<file path="src/rtl/ced_pkg.sv">
// Shared codes, widths and types for the capped edit distance block.
`default_nettype none
package ced_pkg;
    localparam int ACT_W  = 2;
    localparam int SYM_W  = 8;
    localparam int DIST_W = 7;

    localparam logic [ACT_W-1:0] ACT_APPEND_FIRST  = 2'd0;
    localparam logic [ACT_W-1:0] ACT_APPEND_SECOND = 2'd1;
    localparam logic [ACT_W-1:0] ACT_COMPARE       = 2'd2;

    localparam logic [DIST_W-1:0] TOO_LONG_CODE = 7'd99;

    typedef struct packed {
        logic              done;
        logic [DIST_W-1:0] distance;
    } t_sweep_out;
endpackage
`default_nettype wire

</file>
<file path="src/rtl/ced_sym_store.sv">
// One symbol string store with its length counter and overflow flag.
`default_nettype none
module ced_sym_store
    import ced_pkg::*;
#(
    parameter int MAX_LEN = 24,
    localparam int LW = $clog2(MAX_LEN + 1),
    localparam int AW = (MAX_LEN > 1) ? $clog2(MAX_LEN) : 1
) (
    input  wire logic             i_clk,
    input  wire logic             i_rst_n,
    input  wire logic             i_append,
    input  wire logic [SYM_W-1:0] i_symbol,
    input  wire logic             i_clear,
    input  wire logic [AW-1:0]    i_rd_addr,
    output logic      [SYM_W-1:0] o_rd_data,
    output logic      [LW-1:0]    o_length,
    output logic                  o_overflow
);
    logic [SYM_W-1:0] r_mem [MAX_LEN];
    logic [SYM_W-1:0] r_rd_data;
    logic [LW-1:0]    r_length, n_length;
    logic             r_overflow, n_overflow;
    logic             full;

    assign full = (r_length == LW'(MAX_LEN));

    always_comb begin
        n_length   = r_length;
        n_overflow = r_overflow;
        if (i_clear) begin
            n_length   = '0;
            n_overflow = 1'b0;
        end else if (i_append) begin
            if (full) begin
                n_overflow = 1'b1;
            end else begin
                n_length = r_length + 1'b1;
            end
        end
    end

    always_ff @(posedge i_clk) begin
        if (!i_rst_n) begin
            r_length   <= '0;
            r_overflow <= 1'b0;
        end else begin
            r_length   <= n_length;
            r_overflow <= n_overflow;
        end
    end

    always_ff @(posedge i_clk) begin
        if (i_append && !full) begin
            r_mem[r_length[AW-1:0]] <= i_symbol;
        end
        r_rd_data <= r_mem[i_rd_addr];
    end

    assign o_rd_data  = r_rd_data;
    assign o_length   = r_length;
    assign o_overflow = r_overflow;
endmodule
`default_nettype wire

</file>
<file path="src/rtl/ced_sweep.sv">
// Dynamic program sequencer over one rolling row, with the row cost memory.
`default_nettype none
module ced_sweep
    import ced_pkg::*;
#(
    parameter int MAX_LEN = 24,
    localparam int LW = $clog2(MAX_LEN + 1),
    localparam int AW = (MAX_LEN > 1) ? $clog2(MAX_LEN) : 1,
    localparam int CW = $clog2(MAX_LEN + 2)
) (
    input  wire logic             i_clk,
    input  wire logic             i_rst_n,
    input  wire logic             i_start,
    input  wire logic [LW-1:0]    i_n,
    input  wire logic [LW-1:0]    i_m,
    output logic      [AW-1:0]    o_addr_a,
    output logic      [AW-1:0]    o_addr_b,
    input  wire logic [SYM_W-1:0] i_sym_a,
    input  wire logic [SYM_W-1:0] i_sym_b,
    output logic                  o_busy,
    output t_sweep_out            o_result
);
    localparam logic [1:0] ST_IDLE = 2'd0;
    localparam logic [1:0] ST_READ = 2'd1;
    localparam logic [1:0] ST_CALC = 2'd2;

    logic [1:0]    r_state, n_state;
    logic [LW-1:0] r_i, n_i, r_j, n_j, r_n, n_n, r_m, n_m;
    logic [CW-1:0] r_left, n_left, r_diag, n_diag;
    logic [CW-1:0] r_mem [MAX_LEN + 1];
    logic [CW-1:0] r_row_rd;
    logic [CW-1:0] up, best, cand_left, cand_diag;
    logic          row_wr;

    assign o_addr_a = AW'(r_i - 1'b1);
    assign o_addr_b = AW'(r_j - 1'b1);
    assign o_busy   = (r_state != ST_IDLE);

    always_comb begin
        up        = (r_i == LW'(1)) ? CW'(r_j) : r_row_rd;
        cand_left = r_left + 1'b1;
        cand_diag = r_diag + CW'(i_sym_a != i_sym_b);
        best      = up + 1'b1;
        if (cand_left < best) begin
            best = cand_left;
        end
        if (cand_diag < best) begin
            best = cand_diag;
        end
    end

    always_comb begin
        n_state  = r_state;
        n_i      = r_i;
        n_j      = r_j;
        n_n      = r_n;
        n_m      = r_m;
        n_left   = r_left;
        n_diag   = r_diag;
        row_wr   = 1'b0;
        o_result = '{done: 1'b0, distance: DIST_W'(best)};
        case (r_state)
            ST_IDLE: begin
                if (i_start) begin
                    n_n     = i_n;
                    n_m     = i_m;
                    n_i     = LW'(1);
                    n_j     = LW'(1);
                    n_left  = CW'(1);
                    n_diag  = '0;
                    n_state = ST_READ;
                end
            end
            ST_READ: begin
                n_state = ST_CALC;
            end
            ST_CALC: begin
                row_wr  = 1'b1;
                n_state = ST_READ;
                if (r_j == r_m) begin
                    if (r_i == r_n) begin
                        o_result.done = 1'b1;
                        n_state       = ST_IDLE;
                    end else begin
                        n_i    = r_i + 1'b1;
                        n_j    = LW'(1);
                        n_left = CW'(r_i) + 1'b1;
                        n_diag = CW'(r_i);
                    end
                end else begin
                    n_j    = r_j + 1'b1;
                    n_left = best;
                    n_diag = up;
                end
            end
            default: begin
                n_state = ST_IDLE;
            end
        endcase
    end

    always_ff @(posedge i_clk) begin
        if (!i_rst_n) begin
            r_state <= ST_IDLE;
        end else begin
            r_state <= n_state;
        end
    end

    always_ff @(posedge i_clk) begin
        r_i    <= n_i;
        r_j    <= n_j;
        r_n    <= n_n;
        r_m    <= n_m;
        r_left <= n_left;
        r_diag <= n_diag;
    end

    always_ff @(posedge i_clk) begin
        if (row_wr) begin
            r_mem[r_j] <= best;
        end
        r_row_rd <= r_mem[r_j];
    end
endmodule
`default_nettype wire

</file>
<file path="src/rtl/capped_edit_distance_top.sv">
// Top level of the capped edit distance block: stores, sweep and result register.
`default_nettype none
// Append beats (action 0 or 1) are accepted while the sweep is idle, also
// while a result still waits on the output. A compare beat with an
// overflowed or empty string is answered in the next cycle. Otherwise the
// sweep visits every cell of the n by m table, each in a read state (memory
// read), then a calc state (update and write back of the row cost memory),
// and takes no further beat until done. A compare is held off while the
// previous result has not been taken. Action code 3 is accepted and ignored.
module capped_edit_distance_top
    import ced_pkg::*;
#(
    parameter int MAX_LEN = 24
) (
    input  wire logic              i_clk,
    input  wire logic              i_rst_n,
    input  wire logic              i_valid,
    output logic                   o_ready,
    input  wire logic [ACT_W-1:0]  i_action,
    input  wire logic [SYM_W-1:0]  i_symbol,
    output logic                   o_valid,
    input  wire logic              i_ready,
    output logic      [DIST_W-1:0] o_distance,
    output logic                   o_too_long
);
    localparam int LW = $clog2(MAX_LEN + 1);
    localparam int AW = (MAX_LEN > 1) ? $clog2(MAX_LEN) : 1;

    logic              accept, compare, sweep_busy, empty_pair, start;
    logic [LW-1:0]     len_a, len_b;
    logic              ovf_a, ovf_b;
    logic [AW-1:0]     addr_a, addr_b;
    logic [SYM_W-1:0]  sym_a, sym_b;
    t_sweep_out        sweep_res;
    logic              r_out_valid, n_out_valid;
    logic [DIST_W-1:0] r_distance, n_distance;
    logic              r_too_long, n_too_long;

    assign o_ready    = !sweep_busy && !((i_action == ACT_COMPARE) && r_out_valid);
    assign accept     = i_valid && o_ready;
    assign compare    = accept && (i_action == ACT_COMPARE);
    assign empty_pair = (len_a == '0) || (len_b == '0);
    assign start      = compare && !ovf_a && !ovf_b && !empty_pair;

    ced_sym_store #(.MAX_LEN(MAX_LEN)) u_store_a (
        .i_clk      (i_clk),
        .i_rst_n    (i_rst_n),
        .i_append   (accept && (i_action == ACT_APPEND_FIRST)),
        .i_symbol   (i_symbol),
        .i_clear    (compare),
        .i_rd_addr  (addr_a),
        .o_rd_data  (sym_a),
        .o_length   (len_a),
        .o_overflow (ovf_a)
    );

    ced_sym_store #(.MAX_LEN(MAX_LEN)) u_store_b (
        .i_clk      (i_clk),
        .i_rst_n    (i_rst_n),
        .i_append   (accept && (i_action == ACT_APPEND_SECOND)),
        .i_symbol   (i_symbol),
        .i_clear    (compare),
        .i_rd_addr  (addr_b),
        .o_rd_data  (sym_b),
        .o_length   (len_b),
        .o_overflow (ovf_b)
    );

    ced_sweep #(.MAX_LEN(MAX_LEN)) u_sweep (
        .i_clk    (i_clk),
        .i_rst_n  (i_rst_n),
        .i_start  (start),
        .i_n      (len_a),
        .i_m      (len_b),
        .o_addr_a (addr_a),
        .o_addr_b (addr_b),
        .i_sym_a  (sym_a),
        .i_sym_b  (sym_b),
        .o_busy   (sweep_busy),
        .o_result (sweep_res)
    );

    always_comb begin
        n_out_valid = r_out_valid;
        n_distance  = r_distance;
        n_too_long  = r_too_long;
        if (r_out_valid && i_ready) begin
            n_out_valid = 1'b0;
        end
        if (compare && (ovf_a || ovf_b)) begin
            n_out_valid = 1'b1;
            n_distance  = TOO_LONG_CODE;
            n_too_long  = 1'b1;
        end else if (compare && empty_pair) begin
            n_out_valid = 1'b1;
            n_distance  = (len_a == '0) ? DIST_W'(len_b) : DIST_W'(len_a);
            n_too_long  = 1'b0;
        end else if (sweep_res.done) begin
            n_out_valid = 1'b1;
            n_distance  = sweep_res.distance;
            n_too_long  = 1'b0;
        end
    end

    always_ff @(posedge i_clk) begin
        if (!i_rst_n) begin
            r_out_valid <= 1'b0;
        end else begin
            r_out_valid <= n_out_valid;
        end
    end

    always_ff @(posedge i_clk) begin
        r_distance <= n_distance;
        r_too_long <= n_too_long;
    end

    assign o_valid    = r_out_valid;
    assign o_distance = r_distance;
    assign o_too_long = r_too_long;
endmodule
`default_nettype wire

</file>
<file path="config.mk">
export PLATFORM = sky130hd
export DESIGN_NAME = capped_edit_distance_top
export DESIGN_NICKNAME = d
export VERILOG_FILES = /design/src/rtl/ced_pkg.sv /design/src/rtl/ced_sym_store.sv /design/src/rtl/ced_sweep.sv /design/src/rtl/capped_edit_distance_top.sv
export SDC_FILE = /design/constraint.sdc
export NUM_CORES = 1
export LEC_CHECK = 0
export ABC_CLOCK_PERIOD_IN_PS = 6750
export BUFFER_PORTS_ARGS = -buffer_cell sky130_fd_sc_hd__buf_2
export CAP_MARGIN = 20
export CORE_UTILIZATION = 45
export DETAILED_ROUTE_END_ITERATION = 10
export PLACE_DENSITY = 0.63
export SLEW_MARGIN = 20
export SYNTH_ARGS = -nofsm -noshare
export SYNTH_HDL_FRONTEND = slang
export SYNTH_HIERARCHICAL = 1
export SYNTH_SLANG_ARGS = --single-unit
</file>
<file path="constraint.sdc">
create_clock -name i_clk -period 6.75 [get_ports i_clk]
set_input_delay 0 -clock i_clk [delete_from_list [all_inputs] [get_ports i_clk]]
set_output_delay 0 -clock i_clk [all_outputs]
set_load 0.01 [all_outputs]
</file>
* Yosys cells after proc, flatten, opt, wreduce, memory -nomap -nowiden *
Memory sizes are Yosys's and may differ from the RTL's. A register that Yosys moved wholly into a read port is not among the register bits.
Cells that the tools add are included.

cells by class
  add/subtract/negate cells = 9
  order comparisons = 2
  equal/unequal tests = 14
  muxes and demuxes = 39
  bitwise gates (word level) = 3
  reductions and logical operators = 39

operator list
  kind                                                                 number
  5-bit 2-to-1 mux                                                     13
  5-bit case mux with 2 select lines                                   4
  5-bit by 1-bit adder with 5-bit output (second input constant)       6
  1-bit 2-to-1 mux                                                     17
  1-bit logical AND                                                    14
  7-bit 2-to-1 mux                                                     2
  5-bit == test                                                        2
  5-bit == test (second input constant)                                2
  5-bit logical NOT                                                    2
  5-bit less-than comparator                                           2
  2-bit AND reduction                                                  5
  5-bit by 1-bit subtractor with 5-bit output (second input constant)  2
  8-bit inequality test                                                1
  1-bit logical NOT                                                    7
  2-bit case mux with 3 select lines                                   1
  2-bit nonzero test                                                   3
  5-bit by 1-bit adder with 5-bit output                               1
  5-bit by 1-bit == test with 1-bit output (second input constant)     1
  2-bit by 1-bit == test with 1-bit output (second input constant)     2
  2-bit == test (second input constant)                                2
  2-bit logical NOT                                                    2
  2-bit 2-to-1 mux                                                     2
  2-bit inequality test (second input constant)                        2
  4-bit AND reduction                                                  1
  other kinds (7)                                                      10

storage, ports and cells
  register bits after elaboration = 53
  memory bits (writable) = 509
  bits of input ports = 14
  word-level logic and storage cells = 123
  memories = 3

memory list
  memory           depth  width  read ports  clocked after Yosys merged registers in  write ports  line                 RTL
  u_store_a.r_mem  24     8      1           1                                        1            ced_sym_store.sv:20  logic [SYM_W-1:0] r_mem [MAX_LEN];
  u_store_b.r_mem  24     8      1           1                                        1            ced_sym_store.sv:20
  u_sweep.r_mem    25     5      1           1                                        1            ced_sweep.sv:30      logic [CW-1:0] r_mem [MAX_LEN + 1];

* Depth between registers and ports, before layout *
  word-level depth = 11
  gate-level depth with buffers = 25
  mapped depth without buffers = 23

* Cells and area by module *
Netlist, hierarchy kept.

by module, submodules not included
  module                     instances  cells an instance  area an instance (um^2)
  ced_sym_store (u_store_a)  1          415                8012.7
  ced_sym_store (u_store_b)  1          418                8008.9
  ced_sweep                  1          471                7347.0
  capped_edit_distance_top   1          64                 534.3

* Least setup slack after synthesis *
No wires, ideal clock.

  path kind = reg2reg
  from = register u_sweep.r_i[1]
  to = register r_distance[2], in the netlist o_distance[2]
  setup time = 0.086 ns
  data arrival time = 5.513 ns
  slack = 1.151 ns
  stages on the path, launching flop included = 25
  period minus slack after synthesis = 5.599 ns
  cells stage by stage = edfxtp_1 inv_1 ha_1 or4b_1 buf_6 mux2i_1 nor4_1 xnor2_1 inv_1 ha_1 nand2_1 o41a_1 o21ai_2 mux2i_1 inv_1 ha_1 o21ai_0 nor2_1 nor3_1 o2111a_1 a311o_1 buf_6 mux2i_1 mux2i_1 a211oi_1

RTL lines
  item                      line                             RTL
  start: declaration        ced_sweep.sv:28                  logic [LW-1:0] r_i, n_i, r_j, n_j, r_n, n_n, r_m, n_m;
  start signal: assignment  ced_sweep.sv:111                 r_i <= n_i;
  end signal: assignment    capped_edit_distance_top.sv:114  r_distance <= n_distance;
  end: declaration          capped_edit_distance_top.sv:36   logic [DIST_W-1:0] r_distance, n_distance;

==> flow_metrics.env <==
export IMPL_post_cts_buffers=0
export IMPL_min_period_ns=6.24
export IMPL_core_mm2=0.0526
export IMPL_clk_path_buf_depth=3
export IMPL_grt_use_total_pct=19.1
export IMPL_ant_nets=0
export IMPL_root_buffer="clkbuf_16"
export IMPL_final_core_util_pct=50.9
export IMPL_critPathMaxFanout=15
export IMPL_area_growth_syn_to_layout_pct=11.9
export IMPL_worstMarginPinSlew_ns=1.07
export IMPL_skew_ns=0.0362
export IMPL_first_pass_iters=6
export IMPL_start_util_pct=45.5
export IMPL_fin_area_mm2=0.0267
export IMPL_rows=84
export IMPL_die_h_um=232
export IMPL_critPathArrivalTime_ns=6.70
export IMPL_final_cell_mix="edfxtp_1 (539), mux2i_1 (102), nor2_1 (102)"
export IMPL_startpoint="u_sweep/r_i[1]"
export IMPL_synth_edff_count=539
export IMPL_p_int_mw=5.89
export IMPL_max_stage_delay_ns=0.71
export IMPL_dpl_cell_area_mm2=0.0247
export IMPL_fp_dieArea_mm2=0.0540
export IMPL_max_slew_margin_rel_pct=28.8
export IMPL_pwr_share_clk_pct=44.8
export IMPL_p_sw_mw=1.44
export IMPL_wl_per_cell_um=23.8
export IMPL_drt_iter0_markers=1052
export IMPL_hold_ws_ns=0.0741
export IMPL_setup_viol=0
export IMPL_antenna_found_initial=1
export IMPL_post_dp_hpwl_um=32200
export IMPL_drive_above_1_share_pct=18.0
export IMPL_grt_overflow=0
export IMPL_slowest_stage="or4b_1"
export IMPL_status="finished, final reports clean"
export IMPL_finalMaxSlewViolations=0
export IMPL_syn_avg_cell_area_um2=17.5
export IMPL_antennaDiodeCount=0
export IMPL_cp_data_required_time_ns=7.21
export IMPL_fmax_mhz=160
export IMPL_synth_cell_types=65
export IMPL_cts_tree="built"
export IMPL_synth_seq_area_share_pct=71.4
export IMPL_rsz0062_at_grt="false"
export IMPL_tns_ns=0
export IMPL_pin_count=24
export IMPL_avgViaCountPerCell=5.68
export IMPL_numCtsBuffers=59
export IMPL_synthCells=1368
export IMPL_critPathLaunchType="flip-flop"
export IMPL_synth_main_ff_cell="edfxtp_1"
export IMPL_clk_latency_ns=0.62
export IMPL_min_path_type="in -> reg"
export IMPL_cts_max_level=2
export IMPL_grt_pass1_vias=12200
export IMPL_r2r_start="u_sweep/r_i[1]"
export IMPL_period_share_pct=92.5
export IMPL_worstPathCellList="inv_1 -> ha_1 -> or4b_1 -> mux2i_1 -> nor4_1 -> xnor2_1 -> inv_1 -> ha_1 -> nand2_1 -> o41a_1 -> o21ai_2 -> mux2i_1 -> inv_1 -> ha_1 -> o21ai_0 -> nor2_1 -> nor3_1 -> o2111a_1 -> a311o_1 -> mux2i_2 -> buf_4"
export IMPL_switching_share_pct=19.6
export IMPL_fill_cells=4251
export IMPL_grt_max_degree=53
export IMPL_grt_pass1_wl_um=76100
export IMPL_clkTransAtPathRegs_ns=0.06
export IMPL_finalHoldViolCount=0
export IMPL_p_comb_share_pct=1.3
export IMPL_min_from="i_symbol[0]"
export IMPL_drt_wl_total_um=51100
export IMPL_layout_commonest_cell="edfxtp_1"
export IMPL_pwr_share_seq_pct=53.9
export IMPL_ys_ff_latch=583
export IMPL_cts_num_sinks=583
export IMPL_io_buffers=23
export IMPL_leakage_nw=8.89
export IMPL_critPathKind="reg -> reg"
export IMPL_globalplace_congestion=0.855
export IMPL_ys_warn_count=6
export IMPL_dr_total_vias=12200
export IMPL_power_density_mw_per_mm2=274
export IMPL_nNetsFinal=1449
export IMPL_syn_area_mm2=0.0239
export IMPL_drcViolationCount=0
export IMPL_cap_violations=0
export IMPL_async_flop_share_pct=0
export IMPL_ir_drop_mv=0.234
export IMPL_die_x_um=232
export IMPL_end_kind="flip-flop"
## Yosys cell counts, types with 9 or more instances
| cell type | instances | area, um^2 |
|---|---|---|
| ha_1 | 26 | 325 |
| o311ai_1 | 16 | 140 |
| dfxtp_1 | 44 | 881 |
| a211oi_1 | 10 | 75.1 |
| a21oi_1 | 9 | 45.0 |
| nand2_1 | 52 | 195 |
| nor3_1 | 15 | 75.1 |
| mux4_2 | 94 | 2120 |
| nor2b_1 | 9 | 56.3 |
| o211ai_1 | 18 | 135 |
| a22oi_1 | 18 | 135 |
| nor2_1 | 102 | 383 |
| buf_2 | 18 | 90.1 |
| clkbuf_1 | 26 | 97.6 |
| buf_1 | 11 | 41.3 |
| mux2i_1 | 106 | 1060 |
| inv_1 | 34 | 128 |
| a2bb2oi_1 | 16 | 140 |
| nand2b_1 | 11 | 68.8 |
| o21ai_0 | 10 | 50.1 |
| and2_1 | 16 | 100 |
| buf_6 | 11 | 124 |
| edfxtp_1 | 539 | 16200 |
| xor2_1 | 32 | 280 |
| xnor2_1 | 16 | 140 |
| nand3_1 | 32 | 160 |
## path summary, 6_finish.rpt
kind	endpoint	slack, ns	cells past startpoint
setup / recovery	u_sweep/r_mem[9][0]	0.51	21
hold reg to reg	u_sweep/r_state[1]	0.47	2
hold / removal	u_store_a/r_mem[19][0]	0.07	1
setup reg to reg	u_sweep/r_mem[9][0]	0.51	21
## per-layer routing
layer	vias to the layer above	GRT usage, %	routed length, um
li1	5472	-	-
met1	6299	26.0	21700
met5	-	0	12
met2	351	31.5	25400
met4	2	6.45	1320
met3	82	2.90	2650
## kinds of logic (layout without fill, tap and decap cells)
logic type | Yosys count | count (layout) | share of synthesized area (%)
flops | 583 | 583 | 71.4
simple gates | 264 | 264 | 5.19
mux | 206 | 206 | 13.6
compound gates | 132 | 132 | 4.30
buf+inv | 108 | 199 | 2.37
xor+xnor | 48 | 48 | 1.76
fa+ha+maj | 26 | 26 | 1.36
other cells | 1 | 2 | 0.0157
## cell type report
type                            instances  area, um^2  area share, %
Timing Repair Buffer                   53         353           1.32
Clock buffer                           77        1660           6.19
Tap cell                              688         861           3.22
Sequential cell                       583       17100           63.8
Clock inverter                         35         350           1.31
Inverter                               34         128          0.477
Multi-Input combinational cell        678        6330           23.7
## stage by stage
stage	worst slack (ns)	power (mW)	cells
final	0.508	7.33	2148
after detailed placement	0.615	4.13	2031
after floorplan	1.15	4.06	1369
after global placement	0.795	4.12	2031
after global routing	0.157	7.55	2148
after CTS	0.553	7.42	2148
## flip-flops by register name, summed over array words and instances (netlist names)
name	cells
o_distance	7
o_too_long	1
o_valid	1
u_store_a/o_length	5
u_store_a/o_overflow	1
u_store_a/o_rd_data	8
u_store_a/r_mem	192
u_store_b/o_length	5
u_store_b/o_overflow	1
u_store_b/o_rd_data	8
u_store_b/r_mem	192
u_sweep/r_diag	5
u_sweep/r_i	5
u_sweep/r_j	5
u_sweep/r_left	5
u_sweep/r_m	5
u_sweep/r_mem	125
u_sweep/r_n	5
u_sweep/r_row_rd	5
u_sweep/r_state	2
## worst max-delay path: cells and delay by family, from the launching register on
kind | cells | cell delay, ns
and+or+nand+nor | 5 | 1.50
AOI/OAI and AO/OA | 5 | 1.28
buffers and inverters | 4 | 0.57
adders and majority gates | 3 | 0.76
muxes | 3 | 1.26
xor gates and xnor gates | 1 | 0.19
DFF | 1 | 0.49
## power groups by stage
stage	clock network (mW)	logic, mW	registers [mW]
detailed placement	0	0.0998	4.03
finish	3.28	0.0987	3.95
floorplan	0	0.0332	4.03
CTS	3.36	0.102	3.95
global route	3.49	0.109	3.95
global placement	0	0.0946	4.03
## repair_timing
action	in CTS	in global routing
endpoints found under the hold margin	15	0
setup endpoints to repair	0	0
hold buffers	5	0
gates resized for setup	0	0
Note: power is estimated with default switching activity, not from simulation.
